===== src/rtl/sfd_pkg.sv =====
`default_nettype none

package sfd_pkg;

	localparam int BUFFER_BYTES_DEF = 64;

	localparam logic [7:0] SYNC_BYTE     = 8'hAF;
	localparam logic [7:0] START_BYTE    = 8'h02;
	localparam logic [7:0] END_BYTE      = 8'h03;
	// header is node id (2 bytes) and type; payload starts after it
	localparam logic [7:0] PAYLOAD_START = 8'd3;
	localparam logic [7:0] MIN_LEN       = 8'd3;

	typedef enum logic [1:0] {
		PH_SEARCH,
		PH_START,
		PH_LENGTH,
		PH_BODY
	} phase_t;

	// frame handoff from parser to drain unit
	typedef struct packed {
		logic        start;
		logic [7:0]  len;
		logic [15:0] node_id;
		logic [7:0]  msg_type;
	} drain_req_t;

endpackage

`default_nettype wire


===== src/rtl/sfd_ram.sv =====
`default_nettype none

module sfd_ram #(
	parameter int WIDTH = 8,
	parameter int DEPTH = 64,
	localparam int AW = $clog2(DEPTH)
) (
	input  wire logic             clk,
	input  wire logic             we,
	input  wire logic [AW-1:0]    waddr,
	input  wire logic [WIDTH-1:0] wdata,
	input  wire logic             re,
	input  wire logic [AW-1:0]    raddr,
	output logic      [WIDTH-1:0] rdata
);

	logic [WIDTH-1:0] mem [DEPTH];

	always_ff @(posedge clk) begin
		if (we) begin
			mem[waddr] <= wdata;
		end
	end

	// read data holds until the next read
	always_ff @(posedge clk) begin
		if (re) begin
			rdata <= mem[raddr];
		end
	end

endmodule

`default_nettype wire


===== src/rtl/sfd_parser.sv =====
`default_nettype none

module sfd_parser import sfd_pkg::*; #(
	parameter int BUFFER_BYTES = BUFFER_BYTES_DEF,
	localparam int AW = $clog2(BUFFER_BYTES)
) (
	input  wire logic          clk,
	input  wire logic          arst_n,
	input  wire logic          in_fire,
	input  wire logic [7:0]    rx_byte,
	output logic               wr_en,
	output logic      [AW-1:0] wr_addr,
	output logic      [7:0]    wr_data,
	output drain_req_t         req
);

	phase_t      phase_q, phase_d;
	logic [7:0]  slot0_q, slot1_q;
	logic        ptr_q;
	logic [7:0]  len_q;
	logic [7:0]  pos_q;
	logic [15:0] node_q;
	logic [7:0]  type_q;

	logic [7:0]  slot0_new, slot1_new;
	logic        sync_hit;
	logic        body_more;
	logic        in_store;
	logic        len_ok;

	always_comb begin
		slot0_new = ptr_q ? rx_byte : slot0_q;
		slot1_new = ptr_q ? slot1_q : rx_byte;
		sync_hit  = (slot0_new == SYNC_BYTE) && (slot1_new == SYNC_BYTE);
		body_more = pos_q < len_q;
		in_store  = {1'b0, pos_q} < 9'(BUFFER_BYTES);
		len_ok    = (len_q >= MIN_LEN) && ({1'b0, len_q} < 9'(BUFFER_BYTES));
	end

	always_comb begin
		phase_d = phase_q;
		if (in_fire) begin
			case (phase_q)
				PH_SEARCH: if (sync_hit) phase_d = PH_START;
				PH_START:  phase_d = (rx_byte == START_BYTE) ? PH_LENGTH : PH_SEARCH;
				PH_LENGTH: phase_d = PH_BODY;
				PH_BODY:   if (!body_more) phase_d = PH_SEARCH;
				default:   phase_d = PH_SEARCH;
			endcase
		end
	end

	always_comb begin
		wr_en            = in_fire && (phase_q == PH_BODY) && body_more && in_store;
		wr_addr          = pos_q[AW-1:0];
		wr_data          = rx_byte;
		req.start        = in_fire && (phase_q == PH_BODY) && !body_more
			&& (rx_byte == END_BYTE) && len_ok;
		req.len          = len_q;
		req.node_id      = node_q;
		req.msg_type     = type_q;
	end

	always_ff @(posedge clk or negedge arst_n) begin
		if (!arst_n) begin
			phase_q <= PH_SEARCH;
			slot0_q <= '0;
			slot1_q <= '0;
			ptr_q   <= 1'b0;
			len_q   <= '0;
			pos_q   <= '0;
		end else begin
			phase_q <= phase_d;
			if (in_fire) begin
				case (phase_q)
					PH_SEARCH: begin
						ptr_q <= ~ptr_q;
						if (sync_hit) begin
							slot0_q <= '0;
							slot1_q <= '0;
						end else begin
							slot0_q <= slot0_new;
							slot1_q <= slot1_new;
						end
					end
					PH_LENGTH: begin
						len_q <= rx_byte;
						pos_q <= '0;
					end
					PH_BODY: begin
						if (body_more) pos_q <= pos_q + 8'd1;
					end
					default: ;
				endcase
			end
		end
	end

	// header copies; only read for frames where all three were written
	always_ff @(posedge clk) begin
		if (in_fire && (phase_q == PH_BODY) && body_more) begin
			if (pos_q == 8'd0) node_q[15:8] <= rx_byte;
			if (pos_q == 8'd1) node_q[7:0]  <= rx_byte;
			if (pos_q == 8'd2) type_q       <= rx_byte;
		end
	end

endmodule

`default_nettype wire


===== src/rtl/sfd_drain.sv =====
`default_nettype none

module sfd_drain import sfd_pkg::*; #(
	parameter int BUFFER_BYTES = BUFFER_BYTES_DEF,
	localparam int AW = $clog2(BUFFER_BYTES)
) (
	input  wire logic          clk,
	input  wire logic          arst_n,
	input  wire drain_req_t    req,
	output logic               busy,
	output logic               rd_en,
	output logic      [AW-1:0] rd_addr,
	input  wire logic [7:0]    rd_data,
	output logic               out_valid,
	input  wire logic          out_ready,
	output logic      [15:0]   out_node_id,
	output logic      [7:0]    out_msg_type,
	output logic      [7:0]    out_data_byte,
	output logic               out_has_byte,
	output logic               out_last
);

	logic        busy_q;
	logic        empty_q;
	logic [7:0]  iss_q;
	logic        iss_last;
	logic        move;

	logic        pend_s1;
	logic        pend_has_s1;
	logic        pend_last_s1;
	logic [15:0] pend_node_s1;
	logic [7:0]  pend_type_s1;

	logic        out_valid_q;
	logic [15:0] out_node_q;
	logic [7:0]  out_type_q;
	logic [7:0]  out_data_q;
	logic        out_has_q;
	logic        out_last_q;

	always_comb begin
		move     = pend_s1 && (!out_valid_q || out_ready);
		rd_en    = busy_q && (!pend_s1 || move);
		rd_addr  = iss_q[AW-1:0];
		iss_last = ({1'b0, iss_q} + 9'd1) >= {1'b0, req.len};
		busy     = busy_q;
	end

	always_ff @(posedge clk or negedge arst_n) begin
		if (!arst_n) begin
			busy_q      <= 1'b0;
			pend_s1     <= 1'b0;
			out_valid_q <= 1'b0;
		end else begin
			if (req.start) begin
				busy_q <= 1'b1;
			end else if (rd_en && iss_last) begin
				busy_q <= 1'b0;
			end
			if (rd_en) begin
				pend_s1 <= 1'b1;
			end else if (move) begin
				pend_s1 <= 1'b0;
			end
			if (move) begin
				out_valid_q <= 1'b1;
			end else if (out_ready) begin
				out_valid_q <= 1'b0;
			end
		end
	end

	always_ff @(posedge clk) begin
		if (req.start) begin
			iss_q   <= PAYLOAD_START;
			empty_q <= (req.len == MIN_LEN);
		end else if (rd_en) begin
			iss_q <= iss_q + 8'd1;
		end
		if (rd_en) begin
			pend_has_s1  <= !empty_q;
			pend_last_s1 <= iss_last;
			pend_node_s1 <= req.node_id;
			pend_type_s1 <= req.msg_type;
		end
		if (move) begin
			out_node_q <= pend_node_s1;
			out_type_q <= pend_type_s1;
			out_data_q <= pend_has_s1 ? rd_data : 8'd0;
			out_has_q  <= pend_has_s1;
			out_last_q <= pend_last_s1;
		end
	end

	assign out_valid     = out_valid_q;
	assign out_node_id   = out_node_q;
	assign out_msg_type  = out_type_q;
	assign out_data_byte = out_data_q;
	assign out_has_byte  = out_has_q;
	assign out_last      = out_last_q;

	a_start_idle: assert property (@(posedge clk) disable iff (!arst_n)
		req.start |-> !busy_q)
		else $error("frame handed over while drain busy");

	// an empty-payload frame issues its single read at the header length
	a_iss_range: assert property (@(posedge clk) disable iff (!arst_n)
		busy_q |-> (iss_q >= PAYLOAD_START) && ((iss_q < req.len) || (req.len == MIN_LEN)))
		else $error("read address outside payload");

	a_last_ends: assert property (@(posedge clk) disable iff (!arst_n)
		rd_en && iss_last |=> !busy_q)
		else $error("drain still busy after last read");

	a_no_overrun: assert property (@(posedge clk) disable iff (!arst_n)
		pend_s1 && !move |-> !rd_en)
		else $error("read issued over pending data");

endmodule

`default_nettype wire


===== src/rtl/serial_frame_deframer_core.sv =====
// Channel  Dir  Signals                     Transaction
// s_       in   tvalid tready tdata[7:0]    one received byte: rx_byte
// m_       out  tvalid tready tdata tuser   one payload result; tlast ends the frame
//              tlast
//
// Cycles: one byte per cycle while hunting, parsing and buffering a frame.
// After a good end byte the input stalls while the frame RAM is read, one
// read per payload byte (a single read for an empty payload); each result
// passes the RAM read register, then the output register, to reach m_.
// Output backpressure stretches the stall.
// Reset: arst_n clears the parser and drain control; the frame RAM is not
// cleared; only entries written in the current frame ever reach the output.
// Stalls: m_tready low holds the output register, then the read stage, then
// read issue; input may still be taken while the last results drain.
`default_nettype none

module serial_frame_deframer_core import sfd_pkg::*; #(
	parameter int BUFFER_BYTES = BUFFER_BYTES_DEF,
	localparam int AW = $clog2(BUFFER_BYTES)
) (
	input  wire logic        clk,
	input  wire logic        arst_n,
	input  wire logic        s_tvalid,
	output logic             s_tready,
	input  wire logic [7:0]  s_tdata,   // [7:0] rx_byte
	output logic             m_tvalid,
	input  wire logic        m_tready,
	output logic      [31:0] m_tdata,   // [15:0] node_id, [23:16] msg_type, [31:24] data_byte
	output logic             m_tuser,   // [0] has_byte
	output logic             m_tlast
);

	logic          in_fire;
	logic          wr_en;
	logic [AW-1:0] wr_addr;
	logic [7:0]    wr_data;
	logic          rd_en;
	logic [AW-1:0] rd_addr;
	logic [7:0]    rd_data;
	logic          drain_busy;
	drain_req_t    req;

	logic [15:0]   node_id;
	logic [7:0]    msg_type;
	logic [7:0]    data_byte;

	// input stalls only while a frame's payload is being read out
	assign s_tready = !drain_busy;
	assign in_fire  = s_tvalid && s_tready;

	sfd_parser #(.BUFFER_BYTES(BUFFER_BYTES)) u_parser (
		.clk     (clk),
		.arst_n  (arst_n),
		.in_fire (in_fire),
		.rx_byte (s_tdata),
		.wr_en   (wr_en),
		.wr_addr (wr_addr),
		.wr_data (wr_data),
		.req     (req)
	);

	// frame body buffer
	sfd_ram #(.WIDTH(8), .DEPTH(BUFFER_BYTES)) u_ram (
		.clk   (clk),
		.we    (wr_en),
		.waddr (wr_addr),
		.wdata (wr_data),
		.re    (rd_en),
		.raddr (rd_addr),
		.rdata (rd_data)
	);

	sfd_drain #(.BUFFER_BYTES(BUFFER_BYTES)) u_drain (
		.clk           (clk),
		.arst_n        (arst_n),
		.req           (req),
		.busy          (drain_busy),
		.rd_en         (rd_en),
		.rd_addr       (rd_addr),
		.rd_data       (rd_data),
		.out_valid     (m_tvalid),
		.out_ready     (m_tready),
		.out_node_id   (node_id),
		.out_msg_type  (msg_type),
		.out_data_byte (data_byte),
		.out_has_byte  (m_tuser),
		.out_last      (m_tlast)
	);

	assign m_tdata = {data_byte, msg_type, node_id};

endmodule

`default_nettype wire

===== config.mk =====
export PLATFORM = sky130hd
export DESIGN_NAME = serial_frame_deframer_core
export DESIGN_NICKNAME = d
export VERILOG_FILES = /design/src/rtl/sfd_pkg.sv /design/src/rtl/sfd_ram.sv /design/src/rtl/sfd_parser.sv /design/src/rtl/sfd_drain.sv /design/src/rtl/serial_frame_deframer_core.sv
export SDC_FILE = /design/constraint.sdc
export NUM_CORES = 1
export LEC_CHECK = 0
export BUFFER_PORTS_ARGS = -buffer_cell sky130_fd_sc_hd__buf_2
export CORE_MARGIN = 2
export CORE_UTILIZATION = 65
export CTS_CLUSTER_DIAMETER = 30
export DETAILED_ROUTE_END_ITERATION = 7
export MAX_ROUTING_LAYER = met4
export PLACE_DENSITY = 0.89
export SLEW_MARGIN = 0
export SYNTH_ARGS = -nofsm -noshare
export SYNTH_HDL_FRONTEND = slang
export SYNTH_SLANG_ARGS = --single-unit

===== constraint.sdc =====
create_clock -name clk -period 4.8 [get_ports clk]
set_input_delay 0.96 -clock clk [delete_from_list [all_inputs] [get_ports clk]]
set_output_delay 0.96 -clock clk [all_outputs]
set_load 0.02 [all_outputs]

Yosys cells after proc, flatten, opt, wreduce, memory -nomap -nowiden
Memories as Yosys holds them, arrays and structs flattened. A register that Yosys moved wholly into a read port is not among the register bits.
Index checks and enable logic that the tools add are counted.
- add/subtract/negate cells: 3
- magnitude comparators: 5
- equality and inequality tests: 13
- mux-type cells: 18
- bitwise gates (word level): 1
- reduce and logical (&&, ||, !) cells: 32
- operators by type and width (operator ; count):
    two-way mux 8 bit ; 5
    equality test 8 x 2 -> 1 bit, second input constant ; 4
    adder 8 x 1 -> 8 bit, second input constant ; 2
    equality test 8 bit, second input constant ; 2
    less-than comparator 8 x 7 -> 1 bit, second input constant ; 2
    case mux 8 bit (2 select lines) ; 1
    logical AND 1 bit ; 12
    AND reduction 2 bit ; 5
    adder 8 x 1 -> 9 bit, second input constant ; 1
    >= comparator 9 x 8 -> 1 bit ; 1
    equality test 8 x 1 -> 1 bit, second input constant ; 1
    >= comparator 8 x 2 -> 1 bit, second input constant ; 1
    zero test 8 bit ; 1
    less-than comparator 8 bit ; 1
    two-way mux 1 bit ; 8
    case mux 2 bit (4 select lines) ; 1
    nonzero test 2 bit ; 4
    two-way mux 2 bit ; 3
    AND reduction 3 bit ; 2
    zero test 1 bit ; 5
    equality test 2 bit, second input constant ; 2
    != test 2 x 1 -> 1 bit, second input constant ; 2
    equality test 2 x 1 -> 1 bit, second input constant ; 1
    zero test 2 bit ; 1
    3 further kinds ; 4
- bits in registers: 131
- bits in writable memories: 512
- input bits: 12
- output and inout port bits: 36
- logic and storage cells: 96
- memories: 1
- memory list (name ; words ; bits a word ; read ports ; clocked after Yosys merged registers in ; write ports ; line ; RTL):
    u_ram.mem ; 64 ; 8 ; 1 ; 1 ; 1 ; sfd_ram.sv:17 ; logic [WIDTH-1:0] mem [DEPTH];

Depth between registers and ports, before layout
- depth in word-level cells: 8
- depth in mapped cells: 12

Cells and area by module
A second synthesis with hierarchy kept.
- cells, all modules: 1331
- area total of the unflattened synthesis: 25737.2 µm²
- by module, submodules not included (module ; instances ; cells an instance ; area an instance (µm²) ; seq. area each (µm²)):
    sfd_ram ; 1 ; 940 ; 20246.9 ; 15615.0
    sfd_parser ; 1 ; 223 ; 2760.1 ; 1596.5
    sfd_drain ; 1 ; 166 ; 2720.1 ; 2067.0
    serial_frame_deframer_core ; 1 ; 2 ; 10.0 ; 0.0

Worst setup path before layout
Ideal clock, no wire load.
- path kind: in2reg
- from: input m_tready
- to: register u_drain.iss_q[2]
- arrival: 3.293 ns
- slack: 1.373 ns
- cell stages on the path: 6
- cell sequence: nand2b_1 nor2_1 nor2_1 nand2_1 xnor2_1 nor2_1
- word-level cells in the longest chain between the ends: 4
- RTL lines (item ; line ; RTL):
    start: declaration ; serial_frame_deframer_core.sv:27 ; input wire logic m_tready,
    logical OR 1 bit ; sfd_drain.sv:43 ; move = pend_s1 && (!out_valid_q || out_ready);
    logical AND 1 bit ; sfd_drain.sv:43 ;
    logical OR 1 bit ; sfd_drain.sv:44 ; rd_en = busy_q && (!pend_s1 || move);
    logical AND 1 bit ; sfd_drain.sv:44 ;
    named net rd_en ; serial_frame_deframer_core.sv:37 ; logic rd_en;
    end signal: assignment ; sfd_drain.sv:79 ; iss_q <= iss_q + 8'd1;
    end: declaration ; sfd_drain.sv:25 ; logic [7:0] iss_q;
The timed path passes the listed nets, and every way through them passes these cells.
A chain may end at the register's enable or synchronous reset.

Final worst setup path
- from: register u_parser.pos_q[5]
- to: memory u_ram.mem[0][5] (enable)
- word-level cells in the longest chain between the ends: 5
- elaborated cells on any way between the ends: 6
- those cells by class: 2 x order compare; 2 x mux; 2 x reduce/logical
- RTL lines (item ; line ; RTL):
    start: declaration ; sfd_parser.sv:21 ; logic [7:0] pos_q;
    start signal: assignment ; sfd_parser.sv:91 ; if (body_more) pos_q <= pos_q + 8'd1;
    less-than comparator 8 bit ; sfd_parser.sv:35 ; body_more = pos_q < len_q;
    logical AND 1 bit (2 in series) ; sfd_parser.sv:54 ; wr_en = in_fire && (phase_q == PH_BODY) && body_more && in_store;
    two-way mux 1 bit ; sfd_ram.sv:20 ; if (we) begin
    two-way mux 1 bit (implied by the code) ; sfd_ram.sv:21 ; mem[waddr] <= wdata;
    end: declaration ; sfd_ram.sv:17 ;
Several ways; a longest one is shown, not always the timed one.

==> flow_summary.ini <==
[clock_network]
cts_made_buffers = 99
cts_resized = 0
cts_max_path_buffers = 3
hold_buffers = 0
post_cts_buffers = 0
tritoncts = yes
worstSkewPairLatency_ps = 640
htreeDepth = 3
clock-root-buffer = clkbuf_16
cts_sinks = 651
cts.clk_slew.worst_paths_ps = 60

[layout]
final_util_pct = 76.7
stdcell_count = 2042
design.final.nets = 1468
stdcell_area_mm2 = 0.0297
syn_to_final_growth_pct = 16.0
drive_above_1_share_pct = 25.2

[timing]
final-max-slew-violation-count = 0
setup_viol_count_final = 0
tightest_slew_ps = 1390
slew_headroom_pct = 6.89
rsz0062_at_grt = no
setup-tns-final_ps = 0
period_needed_ps = 4100
finalHoldWorstSlack_ps = 411
fin_crit_sh_pct = 85.5
finClkSkew_ps = 33.9
max_freq_mhz = 244
hold_viol_final = 0

[setup_path]
crit_type = flop to flop
slowest_delay_ps = 840
crit_buf_inv = 0
start_kind = flop
critPathMaxFanout = 18
crit_chain = ha_1 -> a21o_1 -> a211oi_1 -> o21a_1 -> o21bai_2 -> nand3_1 -> nor2_1
crit_arrival_ps = 4340
cp_slowest_cell = nor2_1
endpoint_kind = flop
critPathRequiredTime_ps = 5040
cp_top_family = simple AND/OR/NAND/NOR gates

[grt]
grt_usage_pct = 39.2
antenna_found_initial = 3
grt_pass1_wl_um = 110000
grt_max_degree = 69
grt_overflow = 0
grt_pass1_vias = 15368

[floorplan]
die_x_um = 203
start_util_pct = 66.1
die_h_um = 203
rows = 72
ioPinCount = 48
core-area_mm2 = 0.0387
die_area_mm2 = 0.0410

[synthesis]
avgSynthCellArea_um2 = 19.3
yosysMostFrequentCell = edfxtp_1
synth_area_leaders = edfxtp_1 (71%), mux4_2 (9.8%), dfrtp_1 (3.7%)
synth_cell_type_count = 69
async_reset_ff_share_pct = 5.84
syn_inst = 1329
yosysSeqAreaShare_pct = 75.3
synthTopCellsByCount = edfxtp_1 (605), mux4_2 (112), nor2_1 (90)
synthFlopType = edfxtp_1
synth_edf_count = 605
yosysTopAreaCell = edfxtp_1
ys_warn_count = 0
syn-cell-area_mm2 = 0.0256
synthesis.nets = 1361
synth_top_area_share_pct = 70.9
synth_seq_cells = 651

[placed_design]
dpl.cell_count = 1853
place_hpwl_um = 36800
io_buffers = 47
gp_congestion = 0.940
placed_cell_area_mm2 = 0.0263

[outcome]
violations = design-rule violations
status = finished, violations left

[power_and_ir_drop]
p_sw_mw = 3.19
p_clk_share_pct = 53.1
p_int_mw = 10.8
p_leak_nw = 10.0
p_per_area_mw_per_mm2 = 471
netSwitchingFraction_pct = 22.8
vdd_drop_max_mv = 0.372
seq_power_share_pct = 45.1
pwr-share-comb_pct = 1.9

[route]
first_iter_violations = 3313
drt-total-wl_um = 76000
dr_total_vias = 15569
firstDrtPassIters = 8
antenna_left = 0
wl_per_cell_um = 37.2
drc = 65
vias_per_cell = 7.62

[hold_path]
hp-class = flop to flop

[run]
drv_cap = 0
## final cells by class
class                           count  area (um^2)
Multi-Input combinational cell    597         5830
Sequential cell                   651        19300
Clock buffer                      105         2540
Fill cell                        1728         9010
Clock inverter                     81          902
Antenna cell                        3         7.51
Timing Repair Buffer               72          448
Tap cell                          518          648
Inverter                           15         56.3
## logic make-up after synthesis
logic type	Yosys count	share of synthesized area, %
adders and majority gates	20	0.977
buffers and inverters	81	2.00
muxes	161	12.3
and+or+nand+nor	252	4.84
DFF	651	75.3
AOI/OAI and AO/OA	150	4.15
xor gates and xnor gates	14	0.479
## power groups by stage
stage / registers (mW) / logic, mW / clock network, mW
floorplan: 6.41 / 0.108 / 0
global placement: 6.41 / 0.239 / 0
detailed placement: 6.42 / 0.251 / 0
CTS: 6.31 / 0.254 / 7.40
global route: 6.31 / 0.273 / 7.65
finish: 6.31 / 0.259 / 7.42
## path summary, 6_finish.rpt
kind	slack [ps]	cells after the start	endpoint	from
min in group asynchronous	480	1	u_parser.slot1_q[7]	arst_n
min reg2reg	410	0	u_drain.pend_node_s1[13]	u_parser.node_q[13]
max reg2reg	700	7	u_ram.mem[0][5]	u_parser.pos_q[5]
min	410	0	u_drain.pend_node_s1[13]	u_parser.node_q[13]
max	700	7	u_ram.mem[0][5]	u_parser.pos_q[5]
max in group asynchronous	3700	1	u_parser.len_q[5]	arst_n
## through the flow
step | worst slack [ps] | power, mW
floorplan | 1370 | 6.51
global route | 653 | 14.2
finish | 698 | 14.0
detailed placement | 1240 | 6.67
CTS | 895 | 14.0
global placement | 1280 | 6.65
## per-layer routing
layer  wire length (um)  up-vias  track usage [%]
li1                   -     5660                -
met1              23800     7488             48.3
met2              34800     1933             58.1
met3              11700      488             13.4
met4               5790        0             21.4
met5                  0        -                -
## layout by cell type, fill, tap and decap left out, types with 13 or more instances in the layout
master      instances
edfxtp_1          605
mux4_2            112
clkbuf_16         101
nor2_1             89
nand2_1            50
buf_2              47
dfrtp_1            38
mux2i_1            36
nand3_1            27
o21ai_1            25
buf_4              23
ha_1               20
o21ai_0            19
a21oi_1            16
inv_6              16
inv_1              15
a31oi_1            13
clkinvlp_4         13
## sequential cells by signal, indices dropped and copies added (netlist names), 8 cells and up, named ones only
name,cells
u_drain.iss_q,8
u_drain.out_data_byte,8
u_drain.out_msg_type,8
u_drain.out_node_id,16
u_drain.pend_node_s1,16
u_drain.pend_type_s1,8
u_parser.len_q,8
u_parser.node_q,16
u_parser.pos_q,8
u_parser.slot0_q,8
u_parser.slot1_q,8
u_parser.type_q,8
u_ram.mem,512
u_ram.rdata,8
## worst reg2reg max path: cells and delay by family, from the launching register on
family,cells,cell delay (ps)
compound gates,4,1250
flops,1,490
simple gates,2,1580
fa+ha+maj,1,380
Note: power is estimated with default switching activity, not from simulation.
